[src/hdl/segisc_pkg.sv]
`default_nettype none

package segisc_pkg;

  // configuration register and result code widths
  localparam int unsigned DET_TOL_W  = 35;
  localparam int unsigned PAR_TOL_W  = 16;
  localparam int unsigned CFG_DATA_W = 35;
  localparam int unsigned CFG_IDX_W  = 1;
  localparam int unsigned HIT_W      = 3;

  // configuration register indexes
  typedef enum logic [CFG_IDX_W-1:0] {
    CFG_DET_TOL = 1'b0,
    CFG_PAR_TOL = 1'b1
  } cfg_index_e;

  // result codes
  typedef enum logic [HIT_W-1:0] {
    HIT_NONE     = 3'd0,
    HIT_INTERIOR = 3'd1,
    HIT_AT_A     = 3'd2,
    HIT_AT_B     = 3'd3,
    HIT_AT_C     = 3'd4,
    HIT_AT_D     = 3'd5
  } hit_code_e;

  // range, parallel and ray flags handed to the classify stage
  typedef struct packed {
    logic parallel;
    logic out_of_range;
    logic ray;
  } segisc_flags_t;

endpackage

`default_nettype wire

[src/hdl/segisc_classify.sv]
`default_nettype none

module segisc_classify #(
  parameter int unsigned MAG_W     = 34,
  parameter int unsigned FRAC_BITS = 16
) (
  input  wire logic [MAG_W-1:0]                        mag_t0_i,
  input  wire logic [MAG_W-1:0]                        mag_t1_i,
  input  wire logic [MAG_W-1:0]                        mag_u0_i,
  input  wire logic [MAG_W-1:0]                        mag_u1_i,
  input  wire logic [MAG_W+segisc_pkg::PAR_TOL_W-1:0]  tol_det_i,
  input  wire segisc_pkg::segisc_flags_t               flags_i,
  output segisc_pkg::hit_code_e                        hit_code_o
);

  localparam int unsigned CMP_W = MAG_W + FRAC_BITS + segisc_pkg::PAR_TOL_W;

  logic [CMP_W-1:0] rhs;
  logic             near_t0;
  logic             near_t1;
  logic             near_u0;
  logic             near_u1;

  // mag * 2^frac < tol * det, exact
  assign rhs     = CMP_W'(tol_det_i);
  assign near_t0 = CMP_W'({mag_t0_i, {FRAC_BITS{1'b0}}}) < rhs;
  assign near_t1 = CMP_W'({mag_t1_i, {FRAC_BITS{1'b0}}}) < rhs;
  assign near_u0 = CMP_W'({mag_u0_i, {FRAC_BITS{1'b0}}}) < rhs;
  assign near_u1 = CMP_W'({mag_u1_i, {FRAC_BITS{1'b0}}}) < rhs;

  // priority of endpoint tests
  always_comb begin
    if (flags_i.parallel || flags_i.out_of_range) begin
      hit_code_o = segisc_pkg::HIT_NONE;
    end else if (near_t0) begin
      hit_code_o = segisc_pkg::HIT_AT_A;
    end else if (near_t1) begin
      hit_code_o = segisc_pkg::HIT_AT_B;
    end else if (near_u0) begin
      hit_code_o = segisc_pkg::HIT_AT_C;
    end else if (!flags_i.ray && near_u1) begin
      hit_code_o = segisc_pkg::HIT_AT_D;
    end else begin
      hit_code_o = segisc_pkg::HIT_INTERIOR;
    end
  end

endmodule

`default_nettype wire
[config.mk]
export PLATFORM = sky130hd
export DESIGN_NAME = segisc_classify
export DESIGN_NICKNAME = d
export VERILOG_FILES = /design/src/hdl/segisc_pkg.sv /design/src/hdl/segisc_classify.sv
export SDC_FILE = /design/constraint.sdc
export NUM_CORES = 1
export LEC_CHECK = 0
export BUFFER_PORTS_ARGS = -buffer_cell sky130_fd_sc_hd__buf_2
export CAP_MARGIN = 5
export CORE_ASPECT_RATIO = 0.6
export CORE_UTILIZATION = 41
export DETAILED_ROUTE_END_ITERATION = 12
export PLACE_DENSITY = 0.8
export SLEW_MARGIN = 20
export SYNTH_ARGS = -nofsm -noshare
export SYNTH_HDL_FRONTEND = slang
export SYNTH_SLANG_ARGS = --single-unit
[constraint.sdc]
create_clock -name vclk -period 1.9
set_input_delay 0.095 -clock vclk [all_inputs]
set_output_delay 0.095 -clock vclk [all_outputs]
set_load 0.005 [all_outputs]
==> impl_metrics.tcl, run 1 <==
set metrics [dict create \
    crit_top_cell "a21o_1" \
    cp-start-kind "input port" \
    antenna_cells_inserted 0 \
    path_max_fanout 3 \
    synth_area_leaders "ha_1, a21o_1, a21oi_1, nand4_1, inv_1" \
    crit_path_end_kind "primary output" \
    cp.arrival_ps 2130 \
    yosysSeqAreaShare 0 \
    status "finished with violations" \
    cp_slowest_cell "a2111oi_4" \
    fin_cells 736 \
    period_needed_ps 2220 \
    setup_slack_ps -323 \
    syn_area_per_cell_um2 8.11 \
    synth-xor-area-share 0 \
    nets 963 \
    p_leak_nw 2.84 \
    worstSetupPathType "in -> out" \
    grt_max_degree 5 \
    die_y_um 69.0 \
    violations "negative setup slack" \
    min_path_type "in -> out" \
    synth_compound_area_frac 0.244 \
    dr.pass1.iters 4 \
    syn_area_um2 3070 \
    yosysUniqueCellTypes 33 \
    finalHoldViolations 0 \
    portBuffers 192 \
    fmax_mhz 450 \
    pre_cts_ws_ps -479 \
    die_w_um 114 \
    via_per_inst 5.41 \
    synth_warnings 0 \
    syn_nets 703 \
    setup_viol 3 \
    drive_gt1_frac 0.497 \
    die_area_um2 7840 \
    max-slew-margin-rel 0.744 \
    final-seq-area_um2 0 \
    crit_family "compound AO/OA/AOI/OAI gates" \
    initial_core_util 0.442 \
    finalSetupTns_ps -907 \
    worstMarginPinSlew_ps 382 \
    n_clock_buffer 0 \
    slowest_delay_ps 360 \
    postCtsHoldBufs 0 \
    synth-simple-area-share 0.158 \
    ant_nets 0 \
    yosysTopAreaCellShare 0.555 \
    crit_path_cell_trace "buf_6 > inv_6 > buf_4 > ha_1 > a21o_1 > a21o_1 > a21oi_2 > o21ai_0 > o211ai_1 > nand3_1 > a2111oi_4 > buf_2" \
    io_pins 192 \
    synthMuxAreaShare 0 \
    gp_congestion 0.858 \
    yosys.area_share.adder 0.555 \
    required_ps 1800 \
    seq_cells 0 \
    antenna_found_initial 0 \
    maxCapViolCount 0 \
    power_density_nw_per_um2 226 \
    fin_crit_sh 1.17 \
    critPathBufInv 4 \
    core-area_um2 6940 \
    drt_wl_total_mm 12.6 \
    rsz0062_at_grt "true" \
    track_usage 0.295 \
    yosys.area.top_type "ha_1" \
    wl_per_cell_um 17.1 \
    area_growth_pct 61.3 \
    ir_drop_v 0.000121 \
    dp_hpwl_mm 10.8 \
    dr_total_vias 3979 \
    synth_top_family_by_area "adder cells" \
    num_rows 23 \
    finalMaxSlewViolations 0 \
    dp_cells 730 \
    syn-instance-count 378 \
    grt_first_pass_wirelength_mm 18.0 \
    grt_pass1_vias 3736 \
    route.detailed.drc 0 \
    drtIter0Drc 218 \
    grt_overflow 0 \
]
metal layers:
metal  track usage  routed length (um)  up-vias
met5             0                   0        -
met1         0.434                6080     1826
met3        0.0201                 813       13
met4        0.0214                 103        0
met2         0.486                5620      147
li1              -                   -     1993
cells by family (layout without fill, tap and decap cells):
family | Yosys count | after routing
AND/OR/NAND/NOR | 95 | 95
buffers and inverters | 35 | 293
AO/OA/AOI/OAI | 112 | 112
adder cells (fa/ha/maj) | 136 | 136
final timing paths:
kind / from / to / cells after the start
worst min-delay path: flags_i[2] / hit_code_o[0] / 4
worst max-delay path: tol_det_i[23] / hit_code_o[2] / 12
cell type report:
class                           count  area (um2)
Fill cell                         565        1990
Inverter                           35         151
Multi-Input combinational cell    343        3170
Tap cell                          100         125
Timing Repair Buffer              258        1500
cell usage in the layout (no fill, tap or decap), types with 5 or more instances in the layout:
cell type    n
inv_1       16
a221oi_2     6
buf_6        5
nand2_1     25
ha_1       129
nand4_1     24
inv_2       14
a21oi_2      8
a21oi_1     32
o21ai_0     11
buf_2      186
nand3_1      9
a21o_1      27
ha_4         7
nor2_1      13
buf_4       66
power breakdown:
group | total [mW] | leakage, nW | internal [mW] | switching [mW]
combinational | 1.12 | 2.84 | 0.572 | 0.547
clock | 0 | 0 | 0 | 0
sequential | 0 | 0 | 0 | 0
cells in the mapped netlist, drive strengths merged:
| cell type | n |
|---|---|
| ha | 136 |
| a21oi | 40 |
| inv | 35 |
| a21o | 27 |
| nand2 | 25 |
| nand4 | 24 |
| nor2 | 16 |
| o21ai | 16 |
| nand3 | 9 |
| a211oi | 8 |
| a221oi | 6 |
| nor4 | 5 |
| nor3 | 4 |
| a2111oi | 3 |
| and2 | 3 |
| and4 | 3 |
| o211a | 3 |
| a221o | 2 |
| nor2b | 2 |
| o211ai | 2 |
| o21a | 2 |
| nand2b | 1 |
| o21bai | 1 |
| o221ai | 1 |
| o22ai | 1 |
| or2 | 1 |
| or3 | 1 |
| or4 | 1 |
through the flow:
| step | total power [mW] | hold slack, ps | utilization | area, um2 |
|---|---|---|---|---|
| final | 1.12 | 568 | 0.713 | 4940 |
| after global routing | 1.23 | 578 | 0.713 | 4940 |
| after CTS | 1.04 | 555 | 0.690 | 4780 |
| after detailed placement | 0.968 | 555 | 0.664 | 4600 |
| after global placement | 0.908 | 536 | 0.664 | 4600 |
| after floorplan | 0.481 | 316 | - | 3070 |
repair_timing:
action                     CTS  global route
resized for setup           42            36
pin swaps                   28            23
buffers inserted             5             1
setup endpoints to repair    3             3
Note: power is estimated with default switching activity, not from simulation.
==> run 2, diff against run 1 <==
- BUFFER_PORTS_ARGS: -buffer_cell sky130_fd_sc_hd__buf_2 -> -buffer_cell sky130_fd_sc_hd__buf_4
- CELL_PAD_IN_SITES_DETAIL_PLACEMENT: default -> 1
- CELL_PAD_IN_SITES_GLOBAL_PLACEMENT: default -> 1
- CORE_UTILIZATION: 41 -> 28
- PLACE_DENSITY: 0.8 -> default
- PLACE_DENSITY_LB_ADDON: default -> 0.1
==> run 2 against run 1 <==
Against the previous run:
- the flow still finishes with violations (negative setup slack)
- sequential cell count unchanged
- via count decreased by 2.5%
- final cell count grew 4.8%
- hold slack lost 17 ps
- non-clock buffer count is 4 lower
- maximum frequency down 0.20%
- clock-buffer cell count stayed put
- core utilization fell by 18 points
- global-route usage shrank 5.4 points
- routed wire length increased by 12%
- critical path type unchanged
- largest cell class unchanged
==> impl_metrics.tcl, run 2 (synthesis results as in run 1) <==
set metrics [dict create \
    required_ps 1800 \
    portBuffers 192 \
    crit_family "simple AND/OR/NAND/NOR gates" \
    max-slew-margin-rel 0.742 \
    worstMarginPinSlew_ps 383 \
    whs_ps 551 \
    ir_drop_v 0.000103 \
    final_cell_mix "buf_4, ha_1, a21oi_1" \
    status "finished with violations" \
    rsz0062_at_grt "true" \
    seq_cells 0 \
    core-area_um2 10600 \
    fmax_mhz 449 \
    p_leak_nw 2.99 \
    setup_viol 3 \
    path_max_fanout 3 \
    finalMaxSlewViolations 0 \
    finalHoldViolations 0 \
    grt_pass1_vias 4074 \
    dr_total_vias 3881 \
    worstSetupPathType "in -> out" \
    grt_first_pass_wirelength_mm 21.1 \
    cp-start-kind "input port" \
    die_w_um 137 \
    period_needed_ps 2230 \
    power_density_nw_per_um2 233 \
    finalSetupTns_ps -799 \
    slowest_delay_ps 590 \
    cp.arrival_ps 2130 \
    antenna_found_initial 0 \
    fin_crit_sh 1.17 \
    dr.pass1.iters 4 \
    via_per_inst 5.03 \
    postCtsHoldBufs 0 \
    n_clock_buffer 0 \
    crit_path_cell_trace "buf_8 > inv_6 > buf_4 > ha_1 > nand4_1 > or4_4 > o22ai_1 > a211oi_2 > nand3_2 > a2111oi_4 > buf_4" \
    area_growth_pct 83.8 \
    drt_wl_total_mm 14.1 \
    nets 959 \
    crit_top_cell "buf_4" \
    antenna_cells_inserted 0 \
    final_common_cell "buf_4" \
    gp_congestion 0.837 \
    min_path_type "in -> out" \
    setup_slack_ps -327 \
    drtIter0Drc 79 \
    final-seq-area_um2 0 \
    wl_per_cell_um 18.3 \
    die_area_um2 11400 \
    final_util 0.532 \
    maxCapViolCount 0 \
    ant_nets 0 \
    track_usage 0.241 \
    initial_core_util 0.289 \
    die_y_um 83.1 \
    grt_overflow 0 \
    dp_hpwl_mm 12.6 \
    critPathBufInv 4 \
    drive_gt1_frac 0.522 \
    io_pins 192 \
    power_mw 1.31 \
    route.detailed.drc 0 \
    crit_path_end_kind "primary output" \
    grt_max_degree 5 \
    num_rows 29 \
    cp_slowest_cell "or4_4" \
    violations "negative setup slack" \
]
==> run 2: through the flow <==
step / setup slack (ps) / instances / instance area, um2
CTS: -304 / 771 / 5430
detailed placement: -668 / 769 / 5130
global route: -361 / 771 / 5630
floorplan: 22.9 / 378 / 3070
finish: -327 / 771 / 5630
global placement: -671 / 769 / 5130
==> run 2: final timing paths <==
kind | start | to | slack [ps] | cells after the start
max | tol_det_i[45] | hit_code_o[2] | -330 | 11
min | flags_i[2] | hit_code_o[1] | 550 | 4
==> run 2: area by class of cell <==
| class | count | area [um2] |
|---|---|---|
| inverters | 35 | 156 |
| well taps | 139 | 174 |
| fillers | 1267 | 4960 |
| multi-input cells | 343 | 3380 |
| repair buffers | 254 | 1930 |
==> run 2: tightest hold or removal path: stages <==
cell and delay [ps]:
buf_4 80, nor2_1 40, o21a_1 110, buf_6 120
==> run 2: repair_timing <==
action | CTS | global route
resized for setup | 68 | 31
hold endpoints to repair | 0 | 0
cloned | 0 | 0
endpoints found under the setup margin | 3 | 3
pin swaps | 28 | 30
setup buffers | 2 | 0
==> run 2: report_power, final <==
part,switching (mW),leakage [nW],internal (mW)
clock,0,0,0
sequential,0,0,0
combinational,0.586,2.99,0.728
==> run 2: routing by layer <==
metal  vias up  share of wire  global-route usage
li1       1980              -                   -
met1      1771           0.52               0.375
met2       128           0.41               0.364
met3         2          0.071              0.0317
met4         0        0.00057             0.00400
met5         -              0                   0
